**src/stb_pkg.sv**
```systemverilog
// shared types, constants and controller/datapath interface for the timer bank
// no dependencies; imported by every module of the block but stb_ram
`default_nettype none

package stb_pkg;

  // field widths of one input item and one result item
  localparam int unsigned OP_W     = 3;
  localparam int unsigned SLOT_W   = 4;
  localparam int unsigned MS_W     = 22;
  localparam int unsigned OWNER_W  = 16;
  localparam int unsigned MODE_W   = 3;
  localparam int unsigned NOW_W    = 32;
  localparam int unsigned IV_W     = 31;
  localparam int unsigned MIN_W    = 20;
  localparam int unsigned PROD_W   = 32;

  localparam int unsigned IN_TDATA_W  = 80;
  localparam int unsigned OUT_TDATA_W = 24;

  // slot entry in the timer memory: {interval, owner, start}
  localparam int unsigned ENTRY_W = IV_W + OWNER_W + NOW_W;

  localparam int unsigned TIMER_SLOTS_DEF = 16;

  localparam logic [MIN_W-1:0] MIN_IV_RESET = 20'd1000;
  localparam logic [9:0]       US_PER_MS    = 10'd1000;
  localparam logic [IV_W-1:0]  INTERVAL_MAX = 31'h7FFF_FFFF;

  typedef enum logic [OP_W-1:0] {
    OP_TICK    = 3'd0,
    OP_CREATE  = 3'd1,
    OP_DESTROY = 3'd2,
    OP_START   = 3'd3,
    OP_STOP    = 3'd4,
    OP_MODE    = 3'd5
  } op_e;

  // input tdata, last field in the lowest bits
  typedef struct packed {
    logic [1:0]         pad;
    logic [NOW_W-1:0]   now_us;
    logic               has_handler;
    logic [MODE_W-1:0]  mode_flags;
    logic [OWNER_W-1:0] owner_tag;
    logic [MS_W-1:0]    interval_ms;
    logic [SLOT_W-1:0]  slot;
  } item_t;

  // output tdata, last field in the lowest bits
  typedef struct packed {
    logic [1:0]         pad;
    logic               ok;
    logic [OWNER_W-1:0] event_owner;
    logic               direct_call;
    logic [SLOT_W-1:0]  timer_index;
  } res_t;

  typedef enum logic [1:0] {
    RA_CNT  = 2'd0,
    RA_NEXT = 2'd1,
    RA_SLOT = 2'd2
  } rsel_e;

  typedef enum logic {
    WS_RELOAD = 1'b0,
    WS_CREATE = 1'b1
  } wsel_e;

  typedef enum logic [1:0] {
    IDX_ZERO = 2'd0,
    IDX_SLOT = 2'd1,
    IDX_CNT  = 2'd2
  } isel_e;

  typedef enum logic [2:0] {
    FL_NONE    = 3'd0,
    FL_CREATE  = 3'd1,
    FL_DESTROY = 3'd2,
    FL_START   = 3'd3,
    FL_STOP    = 3'd4,
    FL_MODE    = 3'd5,
    FL_DISABLE = 3'd6
  } flop_e;

  typedef struct packed {
    logic  capture;
    logic  cnt_clr;
    logic  cnt_inc;
    logic  prod_load;
    logic  ival_load;
    logic  ram_re;
    rsel_e ram_rsel;
    logic  ram_we;
    wsel_e ram_wsel;
    logic  ram_wa_slot;
    flop_e flag_op;
    logic  out_load;
    logic  out_fire;
    logic  out_ok;
    isel_e out_isel;
  } stb_cmd_t;

  typedef struct packed {
    logic [OP_W-1:0] op;
    logic            slot_valid;
    logic            ms_zero;
    logic            mode_en;
    logic            cnt_last;
    logic            cnt_free;
    logic            scan_hit;
    logic            scan_notify;
    logic            scan_repeat;
    logic            out_free;
  } stb_sts_t;

endpackage

`default_nettype wire

```
**src/software_timer_bank.sv**
```systemverilog
// Software timer bank: TIMER_SLOTS timer slots, each with an interval, a start
// time, an owner tag and flags (in use, enabled, auto-repeat, direct, handler).
// Each input beat is one command (tick, create, destroy, start, stop, set mode)
// with the current microsecond time, and each ends with one completion beat
// (tlast high). A tick walks the slots in index order, one slot per cycle out
// of the timer memory while no fire beat waits on m_axis_tready; a slot whose
// signed elapsed time reaches its interval sends a fire beat if it has a
// handler, then reloads or disables itself. Create runs the ms to us
// multiply, saturate and clamp, then the free-slot walk; start and set mode
// read the memory then write back, destroy and stop only update the flags.
// The input side is ready again as soon as the completion sits in the output
// register. min_interval_us is written through cfg_we_i/cfg_wdata_i; the user
// is to write it only while the block is idle, which the block itself does
// not enforce; it resets to 1000.
// depends on stb_pkg, stb_ctrl, stb_dpath and stb_ram
`default_nettype none

module software_timer_bank
  import stb_pkg::*;
#(
  parameter int unsigned TIMER_SLOTS = TIMER_SLOTS_DEF
) (
  input  wire logic                   clk_i,
  input  wire logic                   rst_ni,

  // register write port: min_interval_us
  input  wire logic                   cfg_we_i,
  input  wire logic [MIN_W-1:0]       cfg_wdata_i,

  // command beats
  input  wire logic                   s_axis_tvalid,
  output      logic                   s_axis_tready,
  // slot[3:0], interval_ms[25:4], owner_tag[41:26], mode_flags[44:42],
  // has_handler[45], now_us[77:46], zero fill [79:78]
  input  wire logic [IN_TDATA_W-1:0]  s_axis_tdata,
  // op[2:0]
  input  wire logic [OP_W-1:0]        s_axis_tuser,

  // result beats
  output      logic                   m_axis_tvalid,
  input  wire logic                   m_axis_tready,
  // timer_index[3:0], direct_call[4], event_owner[20:5], ok[21], zero fill [23:22]
  output      logic [OUT_TDATA_W-1:0] m_axis_tdata,
  // kind[0]: 0 completion, 1 fire event
  output      logic                   m_axis_tuser,
  output      logic                   m_axis_tlast
);

  stb_cmd_t cmd;
  stb_sts_t sts;
  item_t    in_item;
  res_t     out_res;

  assign in_item = s_axis_tdata;

  // sequencing: one command at a time
  stb_ctrl u_ctrl (
    .clk_i      (clk_i),
    .rst_ni     (rst_ni),
    .in_valid_i (s_axis_tvalid),
    .in_ready_o (s_axis_tready),
    .sts_i      (sts),
    .cmd_o      (cmd)
  );

  // slot state, timer memory and the result register
  stb_dpath #(
    .TIMER_SLOTS (TIMER_SLOTS)
  ) u_dpath (
    .clk_i       (clk_i),
    .rst_ni      (rst_ni),
    .cfg_we_i    (cfg_we_i),
    .cfg_wdata_i (cfg_wdata_i),
    .in_op_i     (s_axis_tuser),
    .in_item_i   (in_item),
    .cmd_i       (cmd),
    .sts_o       (sts),
    .out_valid_o (m_axis_tvalid),
    .out_ready_i (m_axis_tready),
    .out_res_o   (out_res),
    .out_kind_o  (m_axis_tuser),
    .out_last_o  (m_axis_tlast)
  );

  assign m_axis_tdata = out_res;

endmodule

`default_nettype wire

```
**src/stb_ram.sv**
```systemverilog
// generic single-write, single-read memory with registered read data
// no dependencies
`default_nettype none

module stb_ram #(
  parameter  int unsigned WIDTH = 8,
  parameter  int unsigned DEPTH = 16,
  localparam int unsigned AW    = (DEPTH > 1) ? $clog2(DEPTH) : 1
) (
  input  wire logic                 clk_i,
  input  wire logic                 we_i,
  input  wire logic [AW-1:0]        waddr_i,
  input  wire logic [WIDTH-1:0]     wdata_i,
  input  wire logic                 re_i,
  input  wire logic [AW-1:0]        raddr_i,
  output      logic [WIDTH-1:0]     rdata_o
);

  logic [WIDTH-1:0] mem_q [DEPTH];
  logic [WIDTH-1:0] rdata_q;

  always_ff @(posedge clk_i) begin
    if (we_i) begin
      mem_q[waddr_i] <= wdata_i;
    end
    if (re_i) begin
      rdata_q <= mem_q[raddr_i];
    end
  end

  assign rdata_o = rdata_q;

endmodule

`default_nettype wire

```
**src/stb_ctrl.sv**
```systemverilog
// sequencing state machine of the timer bank
// depends on stb_pkg; drives stb_dpath through stb_cmd_t, reads stb_sts_t
`default_nettype none

module stb_ctrl
  import stb_pkg::*;
(
  input  wire logic     clk_i,
  input  wire logic     rst_ni,
  input  wire logic     in_valid_i,
  output      logic     in_ready_o,
  input  wire stb_sts_t sts_i,
  output      stb_cmd_t cmd_o
);

  typedef enum logic [9:0] {
    S_IDLE     = 10'b00_0000_0001,
    S_DISPATCH = 10'b00_0000_0010,
    S_SCAN_RD  = 10'b00_0000_0100,
    S_SCAN_EV  = 10'b00_0000_1000,
    S_MUL      = 10'b00_0001_0000,
    S_CLAMP    = 10'b00_0010_0000,
    S_FIND     = 10'b00_0100_0000,
    S_CMD_RD   = 10'b00_1000_0000,
    S_CMD_WR   = 10'b01_0000_0000,
    S_DONE     = 10'b10_0000_0000
  } state_e;

  state_e state_q, state_d;
  logic   done_ok_q, done_ok_d;
  isel_e  done_isel_q, done_isel_d;

  always_comb begin
    state_d     = state_q;
    done_ok_d   = done_ok_q;
    done_isel_d = done_isel_q;
    cmd_o       = '0;
    in_ready_o  = 1'b0;

    case (state_q)
      S_IDLE: begin
        in_ready_o  = 1'b1;
        cmd_o.capture = in_valid_i;
        if (in_valid_i) begin
          state_d = S_DISPATCH;
        end
      end

      S_DISPATCH: begin
        case (sts_i.op)
          OP_TICK: begin
            cmd_o.cnt_clr = 1'b1;
            state_d       = S_SCAN_RD;
          end
          OP_CREATE: begin
            if (sts_i.ms_zero) begin
              done_ok_d   = 1'b0;
              done_isel_d = IDX_ZERO;
              state_d     = S_DONE;
            end else begin
              state_d = S_MUL;
            end
          end
          OP_DESTROY, OP_STOP: begin
            if (sts_i.slot_valid) begin
              cmd_o.flag_op = (sts_i.op == OP_DESTROY) ? FL_DESTROY : FL_STOP;
            end
            done_ok_d   = sts_i.slot_valid;
            done_isel_d = IDX_SLOT;
            state_d     = S_DONE;
          end
          OP_START, OP_MODE: begin
            if (sts_i.slot_valid) begin
              state_d = S_CMD_RD;
            end else begin
              done_ok_d   = 1'b0;
              done_isel_d = IDX_SLOT;
              state_d     = S_DONE;
            end
          end
          default: begin
            done_ok_d   = 1'b0;
            done_isel_d = IDX_ZERO;
            state_d     = S_DONE;
          end
        endcase
      end

      S_SCAN_RD: begin
        cmd_o.ram_re   = 1'b1;
        cmd_o.ram_rsel = RA_CNT;
        state_d        = S_SCAN_EV;
      end

      S_SCAN_EV: begin
        // hold on a fire that finds the output register still full
        if (!(sts_i.scan_hit && sts_i.scan_notify && !sts_i.out_free)) begin
          if (sts_i.scan_hit) begin
            if (sts_i.scan_notify) begin
              cmd_o.out_load = 1'b1;
              cmd_o.out_fire = 1'b1;
              cmd_o.out_ok   = 1'b1;
              cmd_o.out_isel = IDX_CNT;
            end
            if (sts_i.scan_repeat) begin
              cmd_o.ram_we   = 1'b1;
              cmd_o.ram_wsel = WS_RELOAD;
            end else begin
              cmd_o.flag_op = FL_DISABLE;
            end
          end
          if (sts_i.cnt_last) begin
            done_ok_d   = 1'b1;
            done_isel_d = IDX_ZERO;
            state_d     = S_DONE;
          end else begin
            cmd_o.cnt_inc  = 1'b1;
            cmd_o.ram_re   = 1'b1;
            cmd_o.ram_rsel = RA_NEXT;
          end
        end
      end

      S_MUL: begin
        cmd_o.prod_load = 1'b1;
        cmd_o.cnt_clr   = 1'b1;
        state_d         = S_CLAMP;
      end

      S_CLAMP: begin
        cmd_o.ival_load = 1'b1;
        state_d         = S_FIND;
      end

      S_FIND: begin
        if (sts_i.cnt_free) begin
          cmd_o.ram_we   = 1'b1;
          cmd_o.ram_wsel = WS_CREATE;
          cmd_o.flag_op  = FL_CREATE;
          done_ok_d      = 1'b1;
          done_isel_d    = IDX_CNT;
          state_d        = S_DONE;
        end else if (sts_i.cnt_last) begin
          done_ok_d   = 1'b0;
          done_isel_d = IDX_ZERO;
          state_d     = S_DONE;
        end else begin
          cmd_o.cnt_inc = 1'b1;
        end
      end

      S_CMD_RD: begin
        cmd_o.ram_re   = 1'b1;
        cmd_o.ram_rsel = RA_SLOT;
        state_d        = S_CMD_WR;
      end

      S_CMD_WR: begin
        cmd_o.ram_wsel    = WS_RELOAD;
        cmd_o.ram_wa_slot = 1'b1;
        if (sts_i.op == OP_START) begin
          cmd_o.ram_we  = 1'b1;
          cmd_o.flag_op = FL_START;
        end else begin
          cmd_o.ram_we  = sts_i.mode_en;
          cmd_o.flag_op = FL_MODE;
        end
        done_ok_d   = 1'b1;
        done_isel_d = IDX_SLOT;
        state_d     = S_DONE;
      end

      S_DONE: begin
        if (sts_i.out_free) begin
          cmd_o.out_load = 1'b1;
          cmd_o.out_ok   = done_ok_q;
          cmd_o.out_isel = done_isel_q;
          state_d        = S_IDLE;
        end
      end

      default: begin
        state_d = S_IDLE;
      end
    endcase
  end

  always_ff @(posedge clk_i or negedge rst_ni) begin
    if (!rst_ni) begin
      state_q     <= S_IDLE;
      done_ok_q   <= 1'b0;
      done_isel_q <= IDX_ZERO;
    end else begin
      state_q     <= state_d;
      done_ok_q   <= done_ok_d;
      done_isel_q <= done_isel_d;
    end
  end

endmodule

`default_nettype wire

```
**src/stb_dpath.sv**
```systemverilog
// datapath of the timer bank: item registers, slot flags, timer memory,
// interval arithmetic and the output register; depends on stb_pkg and stb_ram
`default_nettype none

module stb_dpath
  import stb_pkg::*;
#(
  parameter int unsigned TIMER_SLOTS = TIMER_SLOTS_DEF
) (
  input  wire logic             clk_i,
  input  wire logic             rst_ni,
  input  wire logic             cfg_we_i,
  input  wire logic [MIN_W-1:0] cfg_wdata_i,
  input  wire logic [OP_W-1:0]  in_op_i,
  input  wire item_t            in_item_i,
  input  wire stb_cmd_t         cmd_i,
  output      stb_sts_t         sts_o,
  output      logic             out_valid_o,
  input  wire logic             out_ready_i,
  output      res_t             out_res_o,
  output      logic             out_kind_o,
  output      logic             out_last_o
);

  localparam int unsigned CNT_W = (TIMER_SLOTS > 1) ? $clog2(TIMER_SLOTS) : 1;
  localparam int unsigned XW    = (CNT_W > SLOT_W) ? CNT_W : SLOT_W;

  // captured item
  logic [OP_W-1:0]    op_q;
  logic [SLOT_W-1:0]  slot_q;
  logic [MS_W-1:0]    ms_q;
  logic [OWNER_W-1:0] owner_q;
  logic [MODE_W-1:0]  mode_q;
  logic               handler_q;
  logic [NOW_W-1:0]   now_q;

  logic [MIN_W-1:0]   min_q;
  logic [CNT_W-1:0]   cnt_q;
  logic [PROD_W-1:0]  prod_q;
  logic [IV_W-1:0]    ival_q;

  logic [TIMER_SLOTS-1:0] used_q, en_q, rep_q, dir_q, ntf_q;

  logic             out_valid_q;
  res_t             out_res_q;
  logic             out_kind_q;
  logic             out_last_q;

  logic [XW-1:0]    slot_ext;
  logic [CNT_W-1:0] sidx;
  logic [XW-1:0]    cnt_ext;
  logic [CNT_W-1:0] cnt_next;
  logic             slot_in_range;

  logic [ENTRY_W-1:0] rd_data, wr_data;
  logic [IV_W-1:0]    rd_iv;
  logic [OWNER_W-1:0] rd_owner;
  logic [NOW_W-1:0]   rd_start;
  logic [NOW_W-1:0]   elapsed;
  logic [CNT_W-1:0]   raddr, waddr;

  logic [PROD_W-1:0]  prod_d;
  logic [IV_W-1:0]    sat_iv, min_ext, ival_d;
  logic [SLOT_W-1:0]  idx_sel;

  assign slot_ext      = XW'(slot_q);
  assign sidx          = slot_ext[CNT_W-1:0];
  assign cnt_ext       = XW'(cnt_q);
  assign cnt_next      = cnt_q + CNT_W'(1);
  assign slot_in_range = ({3'b000, slot_q} < 7'(TIMER_SLOTS));

  // item capture and configuration register
  always_ff @(posedge clk_i) begin
    if (cmd_i.capture) begin
      op_q      <= in_op_i;
      slot_q    <= in_item_i.slot;
      ms_q      <= in_item_i.interval_ms;
      owner_q   <= in_item_i.owner_tag;
      mode_q    <= in_item_i.mode_flags;
      handler_q <= in_item_i.has_handler;
      now_q     <= in_item_i.now_us;
    end
  end

  always_ff @(posedge clk_i or negedge rst_ni) begin
    if (!rst_ni) begin
      min_q <= MIN_IV_RESET;
    end else if (cfg_we_i) begin
      min_q <= cfg_wdata_i;
    end
  end

  // slot counter shared by the tick scan and the free-slot search
  always_ff @(posedge clk_i or negedge rst_ni) begin
    if (!rst_ni) begin
      cnt_q <= '0;
    end else if (cmd_i.cnt_clr) begin
      cnt_q <= '0;
    end else if (cmd_i.cnt_inc) begin
      cnt_q <= cnt_next;
    end
  end

  // ms to us, then saturate and clamp in the following cycle
  assign prod_d  = {10'b0, ms_q} * {22'b0, US_PER_MS};
  assign sat_iv  = prod_q[PROD_W-1] ? INTERVAL_MAX : prod_q[IV_W-1:0];
  assign min_ext = {11'b0, min_q};
  assign ival_d  = (sat_iv < min_ext) ? min_ext : sat_iv;

  always_ff @(posedge clk_i) begin
    if (cmd_i.prod_load) begin
      prod_q <= prod_d;
    end
    if (cmd_i.ival_load) begin
      ival_q <= ival_d;
    end
  end

  // slot flags
  always_ff @(posedge clk_i or negedge rst_ni) begin
    if (!rst_ni) begin
      used_q <= '0;
      en_q   <= '0;
      rep_q  <= '0;
      dir_q  <= '0;
      ntf_q  <= '0;
    end else begin
      case (cmd_i.flag_op)
        FL_CREATE: begin
          used_q[cnt_q] <= 1'b1;
          en_q[cnt_q]   <= mode_q[0];
          rep_q[cnt_q]  <= mode_q[1];
          dir_q[cnt_q]  <= mode_q[2];
          ntf_q[cnt_q]  <= handler_q;
        end
        FL_DESTROY: begin
          used_q[sidx] <= 1'b0;
          en_q[sidx]   <= 1'b0;
          rep_q[sidx]  <= 1'b0;
          dir_q[sidx]  <= 1'b0;
          ntf_q[sidx]  <= 1'b0;
        end
        FL_START: begin
          en_q[sidx] <= 1'b1;
        end
        FL_STOP: begin
          en_q[sidx] <= 1'b0;
        end
        FL_MODE: begin
          en_q[sidx]  <= mode_q[0];
          rep_q[sidx] <= mode_q[1];
          dir_q[sidx] <= mode_q[2];
        end
        FL_DISABLE: begin
          en_q[cnt_q] <= 1'b0;
        end
        default: begin
        end
      endcase
    end
  end

  // timer memory: interval, owner and start time per slot
  always_comb begin
    case (cmd_i.ram_rsel)
      RA_NEXT: raddr = cnt_next;
      RA_SLOT: raddr = sidx;
      default: raddr = cnt_q;
    endcase
  end

  assign waddr   = cmd_i.ram_wa_slot ? sidx : cnt_q;
  assign wr_data = (cmd_i.ram_wsel == WS_CREATE) ? {ival_q, owner_q, now_q}
                                                 : {rd_iv, rd_owner, now_q};

  stb_ram #(
    .WIDTH (ENTRY_W),
    .DEPTH (TIMER_SLOTS)
  ) u_ram (
    .clk_i   (clk_i),
    .we_i    (cmd_i.ram_we),
    .waddr_i (waddr),
    .wdata_i (wr_data),
    .re_i    (cmd_i.ram_re),
    .raddr_i (raddr),
    .rdata_o (rd_data)
  );

  assign rd_start = rd_data[NOW_W-1:0];
  assign rd_owner = rd_data[NOW_W+OWNER_W-1:NOW_W];
  assign rd_iv    = rd_data[ENTRY_W-1:NOW_W+OWNER_W];
  assign elapsed  = now_q - rd_start;

  // status back to the controller
  always_comb begin
    sts_o             = '0;
    sts_o.op          = op_q;
    sts_o.slot_valid  = slot_in_range && used_q[sidx];
    sts_o.ms_zero     = (ms_q == '0);
    sts_o.mode_en     = mode_q[0];
    sts_o.cnt_last    = (cnt_q == CNT_W'(TIMER_SLOTS - 1));
    sts_o.cnt_free    = !used_q[cnt_q];
    sts_o.scan_hit    = used_q[cnt_q] && en_q[cnt_q] && !elapsed[NOW_W-1]
                        && (elapsed[IV_W-1:0] >= rd_iv);
    sts_o.scan_notify = ntf_q[cnt_q];
    sts_o.scan_repeat = rep_q[cnt_q];
    sts_o.out_free    = !out_valid_q || out_ready_i;
  end

  // output register
  always_comb begin
    case (cmd_i.out_isel)
      IDX_SLOT: idx_sel = slot_q;
      IDX_CNT:  idx_sel = cnt_ext[SLOT_W-1:0];
      default:  idx_sel = '0;
    endcase
  end

  always_ff @(posedge clk_i or negedge rst_ni) begin
    if (!rst_ni) begin
      out_valid_q <= 1'b0;
    end else if (cmd_i.out_load) begin
      out_valid_q <= 1'b1;
    end else if (out_ready_i) begin
      out_valid_q <= 1'b0;
    end
  end

  always_ff @(posedge clk_i) begin
    if (cmd_i.out_load) begin
      out_res_q.pad         <= '0;
      out_res_q.ok          <= cmd_i.out_ok;
      out_res_q.timer_index <= idx_sel;
      out_res_q.direct_call <= cmd_i.out_fire && dir_q[cnt_q];
      out_res_q.event_owner <= cmd_i.out_fire ? rd_owner : '0;
      out_kind_q            <= cmd_i.out_fire;
      out_last_q            <= !cmd_i.out_fire;
    end
  end

  assign out_valid_o = out_valid_q;
  assign out_res_o   = out_res_q;
  assign out_kind_o  = out_kind_q;
  assign out_last_o  = out_last_q;

endmodule

`default_nettype wire

```
**config.mk**
```make
export PLATFORM = sky130hd
export DESIGN_NAME = software_timer_bank
export DESIGN_NICKNAME = d
export VERILOG_FILES = /design/src/stb_pkg.sv /design/src/software_timer_bank.sv /design/src/stb_ram.sv /design/src/stb_ctrl.sv /design/src/stb_dpath.sv
export SDC_FILE = /design/constraint.sdc
export NUM_CORES = 2
export LEC_CHECK = 0
export BUFFER_PORTS_ARGS = -buffer_cell sky130_fd_sc_hd__buf_2
export CELL_PAD_IN_SITES_DETAIL_PLACEMENT = 0
export CELL_PAD_IN_SITES_GLOBAL_PLACEMENT = 1
export CORE_MARGIN = 4
export CORE_UTILIZATION = 49
export CTS_CLUSTER_SIZE = 20
export DETAILED_ROUTE_END_ITERATION = 8
export GPL_TIMING_DRIVEN = 0
export HOLD_SLACK_MARGIN = 0.12
export PLACE_DENSITY_LB_ADDON = 0.1
export SLEW_MARGIN = 15
export SYNTH_ARGS = -nofsm -noshare
export SYNTH_HDL_FRONTEND = slang
export SYNTH_SLANG_ARGS = --single-unit
```
**constraint.sdc**
```tcl
create_clock -name clk_i -period 9.2 [get_ports clk_i]
set_input_delay 0.92 -clock clk_i [delete_from_list [all_inputs] [get_ports clk_i]]
set_output_delay 0.92 -clock clk_i [all_outputs]
set_load 0.05 [all_outputs]
```
### Yosys cells after proc, flatten, opt, wreduce, memory -nomap -nowiden

Memory sizes are Yosys's and may differ from the RTL's. A register that Yosys moved wholly into a read port is not among the register bits.
Cells that the tools add are included.

* input port bits: 108
* output and inout port bits: 28
* memories: 1
* logic and storage cells: 206
* register bits: 283
* bits in writable memories: 1264

Memory list
* u_dpath.u_ram.mem_q: depth 16, width 79, rd ports 1, clocked after Yosys merged registers in 1, write ports 1, RTL line stb_ram.sv:19 `logic [WIDTH-1:0] mem_q [DEPTH];`

* multipliers: 1
* equality and inequality tests: 34
* bitwise operators: 10
* reduce and logical (&&, ||, !) cells: 27
* multiplexer cells: 98
* $add $sub $neg: 2
* magnitude comparators: 6

Operator list (count)
* 16-bit bitwise mux: 7
* 10-bit case mux with 10 select lines: 1
* 16-bit AND: 6
* 16-bit case mux with 3 select lines: 2
* 16-bit case mux with 5 select lines: 1
* 79-bit two-way mux: 1
* 10-bit two-way mux: 7
* 16-bit case mux with 2 select lines: 2
* 16-bit inverter: 2
* 16-bit bitwise OR: 2
* 32-bit subtractor: 1
* 31-bit greater-or-equal comparator: 1
* 31-bit by 20-bit less-than comparator with 1-bit output: 1
* 1-bit two-way mux: 31
* 31-bit two-way mux: 1
* 10-bit case mux with 3 select lines: 1
* 22-bit by 7-bit multiplier with 29-bit output (second input constant): 1
* 1-bit binary-select mux with 4-bit select: 6
* 22-bit zero test: 1
* 3-bit two-way mux: 7
* 20-bit two-way mux: 1
* 2-bit two-way mux: 8
* 8-bit two-way mux: 2
* 2-bit case mux with 4 select lines: 2
* 44 further kinds: 83

### Longest topological paths before layout

* depth in word-level cells: 12
* mapped depth: 31
* gate-level depth less buffers: 28

### Cells and area by module

From an unflattened synthesis, not the netlist that was laid out.

* cell total of the unflattened synthesis: 4073
* area, all modules: 69914.6 um^2

By module, submodules not included
* stb_ram: cells an instance 2028, sequential area each 40328.7 um^2, instances 1, area each 49673.9 um^2
* stb_dpath: cells an instance 1937, sequential area each 7589.8 um^2, instances 1, area each 19235.9 um^2
* stb_ctrl: cells an instance 108, sequential area each 326.6 um^2, instances 1, area each 1004.7 um^2

### Worst setup path before layout

No wires, ideal clock.

* path kind: register -> register
* start point: register u_dpath.now_q[2]
* end point: memory u_dpath.u_ram.mem_q[9][0] (netlist bit), enable pin
* required time: 8.683 ns
* slack: 0.690 ns
* arrival: 7.993 ns
* stages on the path, launching flop included: 22
* period minus slack after synthesis: 8.510 ns
* path buffers: 0
* setup time: 0.517 ns
* cells stage by stage: edfxtp_1 > ha_1 > nor2b_1 > o31a_1 > o41ai_1 > a21oi_1 > o41ai_2 > o21a_1 > a21oi_1 > a211o_1 > a21oi_1 > xnor2_1 > ha_1 > and4_1 > a211oi_1 > a31oi_1 > o21ai_0 > nor3b_1 > nand3_1 > o21ai_0 > nand2_1 > nor2_1

* cells in the longest elaborated chain, start to end: 10
* elaborated cells between the ends (all ways): 12
* those cells by class: add/sub: 1; order compare: 1; mux: 5; reduce/logical: 5

RTL lines
* from (decl): RTL line stb_dpath.sv:35 `logic [NOW_W-1:0] now_q;`
* from (signal assigned): RTL line stb_dpath.sv:81 `now_q <= in_item_i.now_us;`
* 32-bit subtractor (*): RTL line stb_dpath.sv:192 `assign elapsed = now_q - rd_start;`
* parallel branches: the longest is 2 deep, another holds 31-bit greater-or-equal comparator
* 1-bit logical AND (*): RTL line stb_dpath.sv:204 `&& (elapsed[IV_W-1:0] >= rd_iv);`
* 1-bit logical AND (2 in a row): RTL line stb_ctrl.sv:97 `if (!(sts_i.scan_hit && sts_i.scan_notify && !sts_i.out_free)) begin`
* 5-bit two-way mux (*): RTL line stb_ctrl.sv:97
* 2-bit case mux with 3 select lines (*): RTL line stb_ctrl.sv:40 `case (state_q)`
* 1-bit two-way mux (*): RTL line stb_ram.sv:23 `if (we_i) begin`
* 1-bit two-way mux (implied by the code) (*): RTL line stb_ram.sv:24 `mem_q[waddr_i] <= wdata_i;`
* to (decl): RTL line stb_ram.sv:19

Every way passes the cells marked *.

### Worst setup path in the final report

* start point: register u_dpath.now_q[0]
* end point: register u_dpath.u_ram.rdata_q[23], in the netlist u_dpath.u_ram.rdata_o[23], read port of u_dpath.u_ram.mem_q (data pin)

* cells in the longest elaborated chain, start to end: 10
* elaborated cells between the ends (all ways): 12
* those cells by class: add/sub: 1; order compare: 1; eq/ne: 2; mux: 3; reduce/logical: 5

RTL lines
* 32-bit subtractor (*): RTL line stb_dpath.sv:192
* parallel branches: the longest is 2 deep, another holds 31-bit greater-or-equal comparator
* 1-bit logical AND (*): RTL line stb_dpath.sv:204
* 1-bit logical AND (*) (2 in a row): RTL line stb_ctrl.sv:97
* 5-bit two-way mux (*): RTL line stb_ctrl.sv:97
* 3-bit case mux with 3 select lines (*): RTL line stb_ctrl.sv:40
* 2-bit == test / 2-bit by 1-bit == test with 1-bit output (equally long branches): RTL line stb_dpath.sv:165 `case (cmd_i.ram_rsel)`
* 4-bit case mux with 2 select lines: RTL line stb_dpath.sv:165
* to (decl): RTL line stb_ram.sv:20 `logic [WIDTH-1:0] rdata_q;`

Marks and branches as above.
A chain may end at the register's enable or synchronous reset.

==> impl_metrics.py <==
metrics = {
    "critical_path": {
        "cp.arrival_ns": 9.22,
        "crit_required_ns": 9.68,
        "slowest_delay_ns": 0.62,
        "worst_setup_path_end_kind": "flip-flop",
        "worst_setup_path_start_kind": "flip-flop",
        "critPathKind": "reg2reg",
        "path_max_fanout": 11,
        "cp_num_buf_inv": 5,
        "crit_slowest_cell": "clkbuf_1",
        "cpLargestDelayFamily": "compound AO/OA/AOI/OAI gates",
        "crit_top_cell": "a21oi_1",
    },
    "sta": {
        "setup_viol": 0,
        "hold_viol_final": 0,
        "slew_headroom_pct": 23.1,
        "period_needed_ns": 8.75,
        "max_freq_mhz": 114,
        "fin_skew_ns": 0.0358,
        "rsz0062_at_grt": "false",
        "drv_slew": 0,
        "finalCritPeriodShare_pct": 95.1,
        "fin_ws_ns": 0.455,
        "tightest_slew_ns": 1.15,
    },
    "finish": {
        "nets": 4958,
        "final_common_cell": "edfxtp_1",
        "drive_gt1_share_pct": 20.4,
        "final_cell_area_um2": 80700,
        "area_growth_pct": 15.0,
        "final_cells": 6643,
        "layout_common_cells": "edfxtp_1, nand2_1, mux4_2, inv_1, clkbuf_16",
    },
    "yosys": {
        "synth-adder-area-share_pct": 5.20,
        "ys_warn_count": 0,
        "synth_area_per_cell_um2": 16.7,
        "synth_mux_area_share_pct": 11.3,
        "synthArstFlopShare_pct": 7.26,
        "synth-xor-area-share_pct": 0.662,
        "synth-compound-area-share_pct": 6.06,
        "syn_inst": 4202,
        "synth_seq_cells": 1626,
        "synth_top_family_by_area": "multiplexers",
        "syn_area_um2": 70100,
        "synthFlopType": "edfxtp_1",
        "synthSimpleGateAreaFrac_pct": 5.40,
        "synth_edf_count": 1508,
        "synth_seq_area_share_pct": 68.8,
        "ys_types": 81,
    },
    "clocking": {
        "insertion_delay_ns": 0.79,
        "cts_buffers": 171,
        "cts_sinks": 1626,
        "cts.reportedPaths.clkPinSlew_ns": 0.07,
        "cts_root_buf": "clkbuf_16",
        "cts_buffer_depth": 3,
        "htree_levels": 4,
        "cts_tree": "yes",
    },
    "placement": {
        "dp_hpwl_um": 127000,
        "port_buffers": 130,
        "placedCellCount": 6315,
        "placed_area_um2": 75100,
        "place_congestion": 0.886,
        "pre_cts_ws_ns": -1.52,
    },
    "die": {
        "dieArea_um2": 149000,
        "start_util_pct": 49.4,
        "ios": 136,
        "rows": 138,
        "placeableCoreArea_um2": 142000,
        "dieHeight_um": 386,
        "die_w_um": 386,
    },
    "routing": {
        "wirelength_um": 188000,
        "drc": 0,
        "detail-route-antenna-nets": 0,
        "vias_per_cell": 5.93,
        "routed_wire_length_per_instance_um": 28.2,
        "dr.pass1.iters": 5,
        "via_count": 39400,
        "drtIter0Drc": 3970,
    },
    "grt": {
        "antenna_found_initial": 4,
        "grt_pass1_wl_um": 274000,
        "grt.total_usage_pct": 25.4,
        "overflow": 0,
        "grt_max_degree": 63,
        "first_global_vias": 39300,
    },
    "hold_path": {
        "holdCritPathClass": "in2reg",
    },
    "run": {
        "maxCapViolCount": 0,
    },
    "pwr": {
        "leakage_nw": 28.0,
        "power.density_nw_per_um2": 281,
        "total_power_mw": 22.7,
        "vdd_drop_max_mv": 0.462,
    },
    "outcome": {
        "status": "finished, final reports clean",
    },
}
cell type report:
cell class / count / area, um2
Antenna cell: 1 / 2.50
Buffer: 207 / 926
Clock buffer: 217 / 4540
Clock inverter: 102 / 841
Fill cell: 11200 / 61300
Inverter: 238 / 893
Multi-Input combinational cell: 2131 / 20300
Sequential cell: 1626 / 48200
Tap cell: 1890 / 2360
Timing Repair Buffer: 231 / 2550
what timing repair did:
| action | 4_1_cts | 5_1_grt |
|---|---|---|
| hold buffers | 1 | 0 |
| endpoints found under the setup margin | 79 | 79 |
| resized for setup | 23 | 38 |
| hold endpoints to repair | 49 | 0 |
| setup buffers | 0 | 8 |
registers in the layout (all words and copies together), names as in the netlist, 20 cells and up:
| register | count |
|---|---|
| u_dpath.ival_q | 31 |
| u_dpath.u_ram.rdata_o | 79 |
| u_dpath.u_ram.mem_q | 1264 |
| u_dpath.out_res_o | 22 |
| u_dpath.prod_q | 29 |
| u_dpath.ms_q | 22 |
| u_dpath.now_q | 32 |
| u_dpath.min_q | 20 |
cell families after synthesis:
family / Yosys count
AOI/OAI and AO/OA: 649
xor gates and xnor gates: 53
adders and majority gates: 244
buffers and inverters: 446
DFF: 1626
muxes: 365
other: 1
and+or+nand+nor: 818
where the power goes:
group / internal [mW] / switching, mW / total, mW
logic: 2.96 / 4.08 / 7.03
clock network: 3.76 / 2.89 / 6.65
registers: 8.70 / 0.274 / 8.97
total: 15.4 / 7.24 / 22.7
per-layer routing:
layer  part of all wire, %  GRT usage (%)  vias up
li1                      -              -    17200
met1                    43           37.0    20500
met2                    47           39.9     1418
met3                   6.7           4.42      262
met4                   2.9           7.33        2
met5                0.0064              0        -
cell usage after synthesis (all sizes together) (11+ instances only):
master	number	share of area, %
nand2b	23	0.21
o211ai	21	0.22
xnor2	42	0.52
inv	237	1.3
a22o	34	0.42
nand3	41	0.29
edfxtp	1508	65
fa	79	2.3
o21bai	12	0.13
o21ai	134	0.96
o31ai	26	0.28
o22ai	23	0.21
nand4	12	0.11
a21oi	114	0.81
ha	165	2.9
nor2	116	0.62
or2	33	0.29
mux4	342	11
nor4	11	0.11
o21a	19	0.20
a31oi	87	0.78
mux2	19	0.31
nor3	17	0.12
a211oi	87	0.93
xor2	11	0.14
and2	105	0.94
buf	68	0.50
nand2	409	2.2
nor2b	14	0.12
dfrtp	111	4.0
clkbuf	140	0.75
a21o	31	0.33
worst register-to-register path, delay by kind of cell, from the launching register on:
kind / cells / cell delay [ns]
AO/OA/AOI/OAI: 16 / 3.65
buffers and inverters: 5 / 1.86
adder cells (fa/ha/maj): 4 / 1.13
AND/OR/NAND/NOR: 3 / 0.68
flip-flops: 1 / 0.55
multiplexers: 1 / 0.42
XOR/XNOR: 1 / 0.16
metrics by stage:
| stage | hold slack (ns) | setup TNS [ns] | utilization, % |
|---|---|---|---|
| after global placement | 0.477 | -7463.29 | 51.5 |
| after detailed placement | 0.491 | -108.99 | 52.9 |
| after floorplan | 0.454 | 0 | - |
| after CTS | 0.224 | 0 | 56.8 |
| final | 0.292 | 0 | 56.8 |
| after global routing | 0.246 | 0 | 56.8 |
final timing paths:
path	start	to	slack, ns	cells past startpoint
worst max-delay path	u_dpath.now_q[0]	u_dpath.u_ram.rdata_o[23]	0.45	30
worst min-delay path	s_axis_tdata[9]	u_dpath.ms_q[5]	0.29	1
worst max register to register	u_dpath.now_q[0]	u_dpath.u_ram.rdata_o[23]	0.45	30
worst min register to register	u_dpath.rep_q[7]	u_dpath.rep_q[7]	0.50	1
max in group asynchronous	rst_ni	u_dpath.used_q[9]	7.76	3
min in group asynchronous	rst_ni	u_dpath.out_valid_o	0.68	2
Power figures use the tool's default switching activity.
